File: src/hdl/imu_sfp_pkg.sv
// ----------------------------------------------------------------------------
// imu_sfp_pkg
// shared types and constants for the imu serial frame parser
// ----------------------------------------------------------------------------
package imu_sfp_pkg;

    localparam logic [7:0] HDR_BYTE   = 8'h5A;
    localparam logic [7:0] TYPE_RATE  = 8'hAA;
    localparam logic [7:0] TYPE_ANGLE = 8'hBB;
    localparam logic [7:0] TYPE_ACCEL = 8'hCC;
    localparam logic [7:0] TYPE_QUAT  = 8'hDD;

    localparam int FRAME_LEN   = 11;
    localparam int STORE_DEPTH = 9;
    localparam int COUNT_W     = 4;
    localparam int IDX_W       = 4;

    // count value at which the checksum byte arrives
    localparam logic [COUNT_W-1:0] LAST_COUNT = COUNT_W'(FRAME_LEN - 1);

    typedef enum logic [1:0] {
        KIND_RATE  = 2'd0,
        KIND_ANGLE = 2'd1,
        KIND_ACCEL = 2'd2,
        KIND_QUAT  = 2'd3
    } frame_kind_t;

    typedef struct packed {
        frame_kind_t        frame_kind;
        logic signed [15:0] word_a;
        logic signed [15:0] word_b;
        logic signed [15:0] word_c;
        logic signed [15:0] word_d;
    } imu_sfp_result_t;

endpackage

File: src/hdl/imu_sfp_asm.sv
// ----------------------------------------------------------------------------
// imu_sfp_asm
// frame assembler: byte count, payload store, running checksum, frame check
// ----------------------------------------------------------------------------
module imu_sfp_asm
    import imu_sfp_pkg::*;
(
    input  logic            clk,
    input  logic            rst_n,
    input  logic            step,      // byte is consumed this cycle
    input  logic [7:0]      rx_byte,
    output logic            emit,      // byte completes a good frame
    output imu_sfp_result_t result
);

    logic [COUNT_W-1:0] count_reg;
    logic [COUNT_W-1:0] count_next;
    logic [7:0]         sum_reg;
    logic [7:0]         sum_next;
    logic [7:0]         store_reg [STORE_DEPTH];
    logic [IDX_W-1:0]   store_idx;
    logic               store_wr;
    logic               at_start;
    logic               known;
    frame_kind_t        kind;

    assign at_start  = (count_reg == '0) || (count_reg > LAST_COUNT);
    assign store_idx = IDX_W'(count_reg - COUNT_W'(1));

    always_comb
    begin
        case (store_reg[0])
            TYPE_RATE:
            begin
                kind  = KIND_RATE;
                known = 1'b1;
            end
            TYPE_ANGLE:
            begin
                kind  = KIND_ANGLE;
                known = 1'b1;
            end
            TYPE_ACCEL:
            begin
                kind  = KIND_ACCEL;
                known = 1'b1;
            end
            TYPE_QUAT:
            begin
                kind  = KIND_QUAT;
                known = 1'b1;
            end
            default:
            begin
                kind  = KIND_RATE;
                known = 1'b0;
            end
        endcase
    end

    always_comb
    begin
        count_next = count_reg;
        sum_next   = sum_reg;
        store_wr   = 1'b0;
        emit       = 1'b0;
        if (at_start)
        begin
            if (rx_byte == HDR_BYTE)
            begin
                sum_next   = HDR_BYTE;
                count_next = COUNT_W'(1);
            end
            else
            begin
                count_next = '0;
            end
        end
        else if (count_reg < LAST_COUNT)
        begin
            store_wr   = 1'b1;
            sum_next   = sum_reg + rx_byte;
            count_next = count_reg + COUNT_W'(1);
        end
        else
        begin
            count_next = '0;
            emit       = known && (rx_byte == sum_reg);
        end
    end

    // little-endian words from the stored type and payload bytes
    always_comb
    begin
        result.frame_kind = kind;
        result.word_a     = {store_reg[2], store_reg[1]};
        result.word_b     = {store_reg[4], store_reg[3]};
        result.word_c     = {store_reg[6], store_reg[5]};
        result.word_d     = (kind == KIND_QUAT) ? {store_reg[8], store_reg[7]} : 16'sd0;
    end

    always_ff @(posedge clk or negedge rst_n)
    begin
        if (!rst_n)
        begin
            count_reg <= '0;
            sum_reg   <= '0;
        end
        else if (step)
        begin
            count_reg <= count_next;
            sum_reg   <= sum_next;
        end
    end

    always_ff @(posedge clk)
    begin
        for (int i = 0; i < STORE_DEPTH; i++)
        begin
            if (step && store_wr && (store_idx == IDX_W'(i)))
            begin
                store_reg[i] <= rx_byte;
            end
        end
    end

endmodule

File: src/hdl/imu_sfp_out.sv
// ----------------------------------------------------------------------------
// imu_sfp_out
// result register toward the output stream
// ----------------------------------------------------------------------------
module imu_sfp_out
    import imu_sfp_pkg::*;
(
    input  logic            clk,
    input  logic            rst_n,
    input  logic            load,       // new result enters this cycle
    input  imu_sfp_result_t result,
    output logic            space,      // register free or draining this cycle
    output logic            out_valid,
    input  logic            out_ready,
    output imu_sfp_result_t out_data
);

    logic            valid_reg;
    logic            valid_next;
    imu_sfp_result_t data_reg;

    assign space     = !valid_reg || out_ready;
    assign out_valid = valid_reg;
    assign out_data  = data_reg;

    always_comb
    begin
        valid_next = valid_reg;
        if (load)
        begin
            valid_next = 1'b1;
        end
        else if (out_ready)
        begin
            valid_next = 1'b0;
        end
    end

    always_ff @(posedge clk or negedge rst_n)
    begin
        if (!rst_n)
        begin
            valid_reg <= 1'b0;
        end
        else
        begin
            valid_reg <= valid_next;
        end
    end

    always_ff @(posedge clk)
    begin
        if (load)
        begin
            data_reg <= result;
        end
    end

endmodule

File: src/hdl/imu_serial_frame_parser.sv
// ----------------------------------------------------------------------------
// imu_serial_frame_parser
// assembles 11-byte sensor frames from a byte stream and emits checked frames
// ----------------------------------------------------------------------------
//
// channel   dir  tdata                        tuser
// s_axis    in   [7:0] rx_byte                none
// m_axis    out  [15:0] word_a, [31:16] word_b frame_kind [1:0]
//                [47:32] word_c, [63:48] word_d
//
// one byte per cycle sustained while the result register has space; a byte
// is held in the input register, then passes the assembler into the result
// register; m_axis_tvalid rises once the checksum byte is through both
// reset clears the byte count, checksum and both valid flags; payload bytes
// are not reset
// a stalled result holds back the checksum byte of the next good frame and
// the bytes behind it; every other byte keeps flowing into the assembler
//
module imu_serial_frame_parser
    import imu_sfp_pkg::*;
(
    input  logic        clk,
    input  logic        rst_n,
    input  logic        s_axis_tvalid,
    output logic        s_axis_tready,
    input  logic [7:0]  s_axis_tdata,   // [7:0] rx_byte
    output logic        m_axis_tvalid,
    input  logic        m_axis_tready,
    output logic [63:0] m_axis_tdata,   // [15:0] word_a, [31:16] word_b,
                                        // [47:32] word_c, [63:48] word_d
    output logic [1:0]  m_axis_tuser    // [1:0] frame_kind
);

    // input register
    logic            in_valid_reg;
    logic            in_valid_next;
    logic [7:0]      in_byte_reg;

    // assembler and result register handshake
    logic            advance;
    logic            emit;
    logic            space;
    imu_sfp_result_t asm_result;
    imu_sfp_result_t out_result;

    // a byte leaves the input register unless it would produce a result that
    // the full result register cannot take
    assign advance       = in_valid_reg && (!emit || space);
    assign s_axis_tready = !in_valid_reg || advance;

    always_comb
    begin
        in_valid_next = in_valid_reg;
        if (s_axis_tvalid && s_axis_tready)
        begin
            in_valid_next = 1'b1;
        end
        else if (advance)
        begin
            in_valid_next = 1'b0;
        end
    end

    always_ff @(posedge clk or negedge rst_n)
    begin
        if (!rst_n)
        begin
            in_valid_reg <= 1'b0;
        end
        else
        begin
            in_valid_reg <= in_valid_next;
        end
    end

    // payload byte: no reset needed
    always_ff @(posedge clk)
    begin
        if (s_axis_tvalid && s_axis_tready)
        begin
            in_byte_reg <= s_axis_tdata;
        end
    end

    // count, store, checksum and frame check
    imu_sfp_asm u_asm (
        .clk     (clk),
        .rst_n   (rst_n),
        .step    (advance),
        .rx_byte (in_byte_reg),
        .emit    (emit),
        .result  (asm_result)
    );

    // result register, loaded only for a checked frame
    imu_sfp_out u_out (
        .clk       (clk),
        .rst_n     (rst_n),
        .load      (advance && emit),
        .result    (asm_result),
        .space     (space),
        .out_valid (m_axis_tvalid),
        .out_ready (m_axis_tready),
        .out_data  (out_result)
    );

    // pack the result fields, first word in the lowest bits
    assign m_axis_tdata = {out_result.word_d, out_result.word_c,
                           out_result.word_b, out_result.word_a};
    assign m_axis_tuser = out_result.frame_kind;

endmodule

File: config.mk
export PLATFORM = sky130hd
export DESIGN_NAME = imu_serial_frame_parser
export DESIGN_NICKNAME = d
export VERILOG_FILES = /design/src/hdl/imu_sfp_pkg.sv /design/src/hdl/imu_sfp_asm.sv /design/src/hdl/imu_sfp_out.sv /design/src/hdl/imu_serial_frame_parser.sv
export SDC_FILE = /design/constraint.sdc
export NUM_CORES = 1
export LEC_CHECK = 0
export ABC_AREA = 1
export BUFFER_PORTS_ARGS = -buffer_cell sky130_fd_sc_hd__buf_4
export CAP_MARGIN = 20
export CORE_MARGIN = 5
export CORE_UTILIZATION = 40
export DETAILED_ROUTE_END_ITERATION = 12
export GPL_TIMING_DRIVEN = 1
export SYNTH_ARGS = -nofsm -noshare
export SYNTH_HDL_FRONTEND = slang
export SYNTH_SLANG_ARGS = --single-unit
File: constraint.sdc
create_clock -name clk -period 3.4 [get_ports clk]
set_clock_uncertainty 0.05 [all_clocks]
set_input_delay 0.51 -clock clk [delete_from_list [all_inputs] [get_ports clk]]
set_output_delay 0.51 -clock clk [all_outputs]
set_load 0.05 [all_outputs]
==> reports/results.txt <==
The run finished with clean final reports. Tracing the worst setup path back leads to its startpoint at in_byte_reg[5]. Pin count of the biggest net entering global routing: 33. Buffers placed on the I/O ports in this run total 79. The number of remaining DRC errors was 0; the internal cell power was 3.556 mW. Row generation in the floorplan step produced 44 rows. Category of the worst setup path launch point: a flip-flop. Measured in cells, the most critical reg-to-reg path has a length of 11. The post-layout utilization of the core was 0.5135.

The net switching share of the total power was 0.2522. The most used routing layer was met2. The tools report the number of clock sinks as 160. The post-route fraction of the period consumed by the critical path was 0.9060.

Excluding fillers, the count of instances in the completed layout stands at 704. For the pin with the worst max-slew slack, the measured transition is 0.6784 ns. The final-report hold violation count was 0. The clock tree root driver cell was clkbuf_16. The layout cell share with drive strength beyond 1 was 0.2731. The post-synthesis sequential element count was 160; the placement-stage cell area was 0.006898 sq mm. The part of the Yosys area used for sequential elements was 0.7854; the number of gates resized after CTS was 0. The number of antenna violations at the first check in global routing is 0, and the setup TNS is 0 ns.

The count of nets left with antenna violations once routing finished came out at 0. In the final design database the tool counted 533 nets. The global-route met2 utilization was 0.2209; the total wire length was 11570 um. The library cell used most frequently in the layout, excluding fill and tap cells, is edfxtp_1. Leaving out fill and tap cells, the most frequent cells in the layout are edfxtp_1 (146), buf_4 (85), nand2_1 (66), inv_1 (50), nor2_1 (34). The finished cells cover 0.007520 sq mm. The placeable core region came out at 0.01464 sq mm. Logic gate share of total power: 0.118. The number of ports placed on the die boundary is 80. The clock passes through at most 2 buffers.

The tools report the met1 capacity usage during global routing as 0.1745. The area growth from synthesis to final layout works out to 24.74%. After global routing the overflow that remains totals 0. The run gives 0.4117 as the initial standard-cell utilization of the core.

The via count of the first global-routing pass came out at 3444. The clock-pin slew on the worst setup and hold paths came out at 0.06 ns. Fill cells in the final layout number 1226.

The biggest area consumer among synthesized cells was edfxtp_1. The worst voltage drop across the vdd grid is 315.6 uV, and the overall via count from detail_route is 3283. The length of the first detailed-routing pass in iterations was 4. The netlist uses 31 different library cells.

The Yosys step of the flow raised 0 warnings. The full die area is 0.01763 sq mm. Dividing the detail-routed wire length by the instance count gives 16.43 um. Ranked by total cell area, the synthesized netlist is headed by edfxtp_1 (73%), dfrtp_1 (5.8%), nand2_1 (4.1%), inv_1 (3.2%), ha_1 (2.7%).

The die is 132.8 um tall. Across the run, the number of max-cap violations was 0. The area share of the largest cell type after synthesis was 0.7273; the number of inserted diodes was 0.

Proportion of synthesized flip-flops having asynchronous set or reset: 0.08750. Setup repair after global routing left no endpoint under its margin. Summed over all nets, the switching power comes to 1.200 mW. STA classifies the critical path endpoint as an output port. In this run, placement finished with an instance count of 671.

The arrival time at the worst endpoint was 2.52 ns. The flip-flop count of the largest register after layout works out to 72. The static power due to leakage is 2.927 nW, and the synthesized netlist cell count is 404. The run gives 4 as the number of H-tree levels. After legalization and detailed placement, the total HPWL measured 8302 um. When the netlist entered floorplanning its net count stood at 430. The category of the critical setup timing path was flip-flop to output port.

The smallest clock period supported by the final layout is computed as 3.080 ns. In this run the worst hold path is classified as input port to flip-flop. Averaged over all synthesized cells, the footprint is 14.92 sq um. Hold buffer count at cts: 1.

Among all flip-flop cells after synthesis, the most frequent one is edfxtp_1. At the worst endpoint, the required time is 2.84 ns. The setup slack of the most critical reg-to-reg path is 0.63 ns, and the global routing usage summed across all routing layers is 0.1385.

TritonCTS built the clock tree. For this run, the top clock speed supported by timing is 324.6 MHz. The run gives 0 as the final number of setup-violating endpoints. The number of pins with negative max-slew slack in the final report is 0, and the met3 track utilization from global routing is 0.05277.

The first global-routing pass estimated 18510 um of wire. The power per cell area is 632.5 mW/mm^2, and the maximum fanout along the worst path is 11. Endpoint of the lowest-slack register-to-register path: u_out.out_data[12].

The worst register-to-register path begins at in_byte_reg[5]. Worst slew slack as a fraction of its limit: 0.5464. The part of the power in the clock network is 0.407. The run gives 0 as the post-CTS setup buffer count. The critical path ends at s_axis_tready.

Counting flops with a built-in enable in the synthesized netlist gives 146. The number of clock buffers added by TritonCTS is 17. The clock latency reported for the late side of the worst-skew pair came out at 0.42 ns. The congestion estimate from routability-driven global placement came to 0.8408.

After synthesis the cells add up to 0.006028 sq mm. The power share of the sequential group is 0.475, and the horizontal extent of the die is 132.8 um. After the first detailed-routing iteration, the DRC count stood at 202. Dividing the detail-routed via count by the number of cells gives 4.663.
## stage by stage
step / worst slack, ns / power (mW) / hold WS [ns]
after floorplan: 0.1578 / 2.697 / 0.1644
after CTS: 0.3081 / 4.796 / 0.2030
after detailed placement: 0.6342 / 2.867 / 0.3222
after global placement: 0.7225 / 2.869 / 0.3194
final: 0.3196 / 4.756 / 0.2189
after global routing: 0.1528 / 4.967 / 0.1934
## power by group through the flow
stage	sequential (mW)	combinational (mW)	clock [mW]
after global routing	2.26	0.644	2.06
after floorplan	2.27	0.424	0
after global placement	2.30	0.570	0
after CTS	2.26	0.569	1.97
after detailed placement	2.30	0.565	0
final	2.26	0.561	1.94
## how the worst min path moves through the flow
stage,from,endpoint,slack [ns],cells after the start
floorplan,rst_n,in_valid_reg,0.16,0
global placement,rst_n,u_asm.sum_reg[7],0.32,1
detailed placement,rst_n,u_asm.sum_reg[6],0.32,1
CTS,s_axis_tdata[0],in_byte_reg[0],0.20,1
global route,s_axis_tdata[7],in_byte_reg[7],0.19,1
finish,s_axis_tdata[3],in_byte_reg[3],0.22,1
## per-layer routing
metal,part of all wire,vias up
met4,0.021,0
met2,0.49,101
met1,0.43,1557
met5,0,-
met3,0.058,13
li1,-,1612
## Yosys cell counts, types with 2 or more instances
master	n
xor2_1	2
nand3b_1	3
clkbuf_1	2
nand2_4	2
o21ai_0	6
nand2_1	66
inv_4	2
nor2_2	11
nand3_1	16
edfxtp_1	146
nand2_2	3
inv_1	51
nand4_1	11
nor2_4	2
a21oi_1	7
dfrtp_1	14
nor2_1	34
ha_1	13
## area by class of cell
type | instances | area (sq um) | area share
inverters | 54 | 207.7 | 0.02762
well taps | 184 | 230.2 | 0.03062
repair buffers | 87 | 668.1 | 0.08885
clock inverters | 14 | 182.7 | 0.02429
flip-flops and latches | 160 | 4735 | 0.6296
clock buffers | 18 | 429.2 | 0.05707
multi-input cells | 187 | 1067 | 0.1419
## critical path: stages, from the launching register on
cell	delay, ns
edfxtp_1	0.56
ha_1	0.42
inv_1	0.11
nand2_1	0.06
nor2_1	0.11
nand2_1	0.07
nor2_2	0.17
nand3_1	0.12
inv_1	0.12
nand3_1	0.12
buf_4	0.24
## logic make-up after synthesis
group                      share of synthesized area
xor gates and xnor gates                    0.004359
adders and majority gates                    0.03030
DFF                                           0.7854
buffers and inverters                        0.03757
and+or+nand+nor                               0.1283
AOI/OAI and AO/OA                            0.01412
No activity file was read; power rests on OpenSTA's default activity.
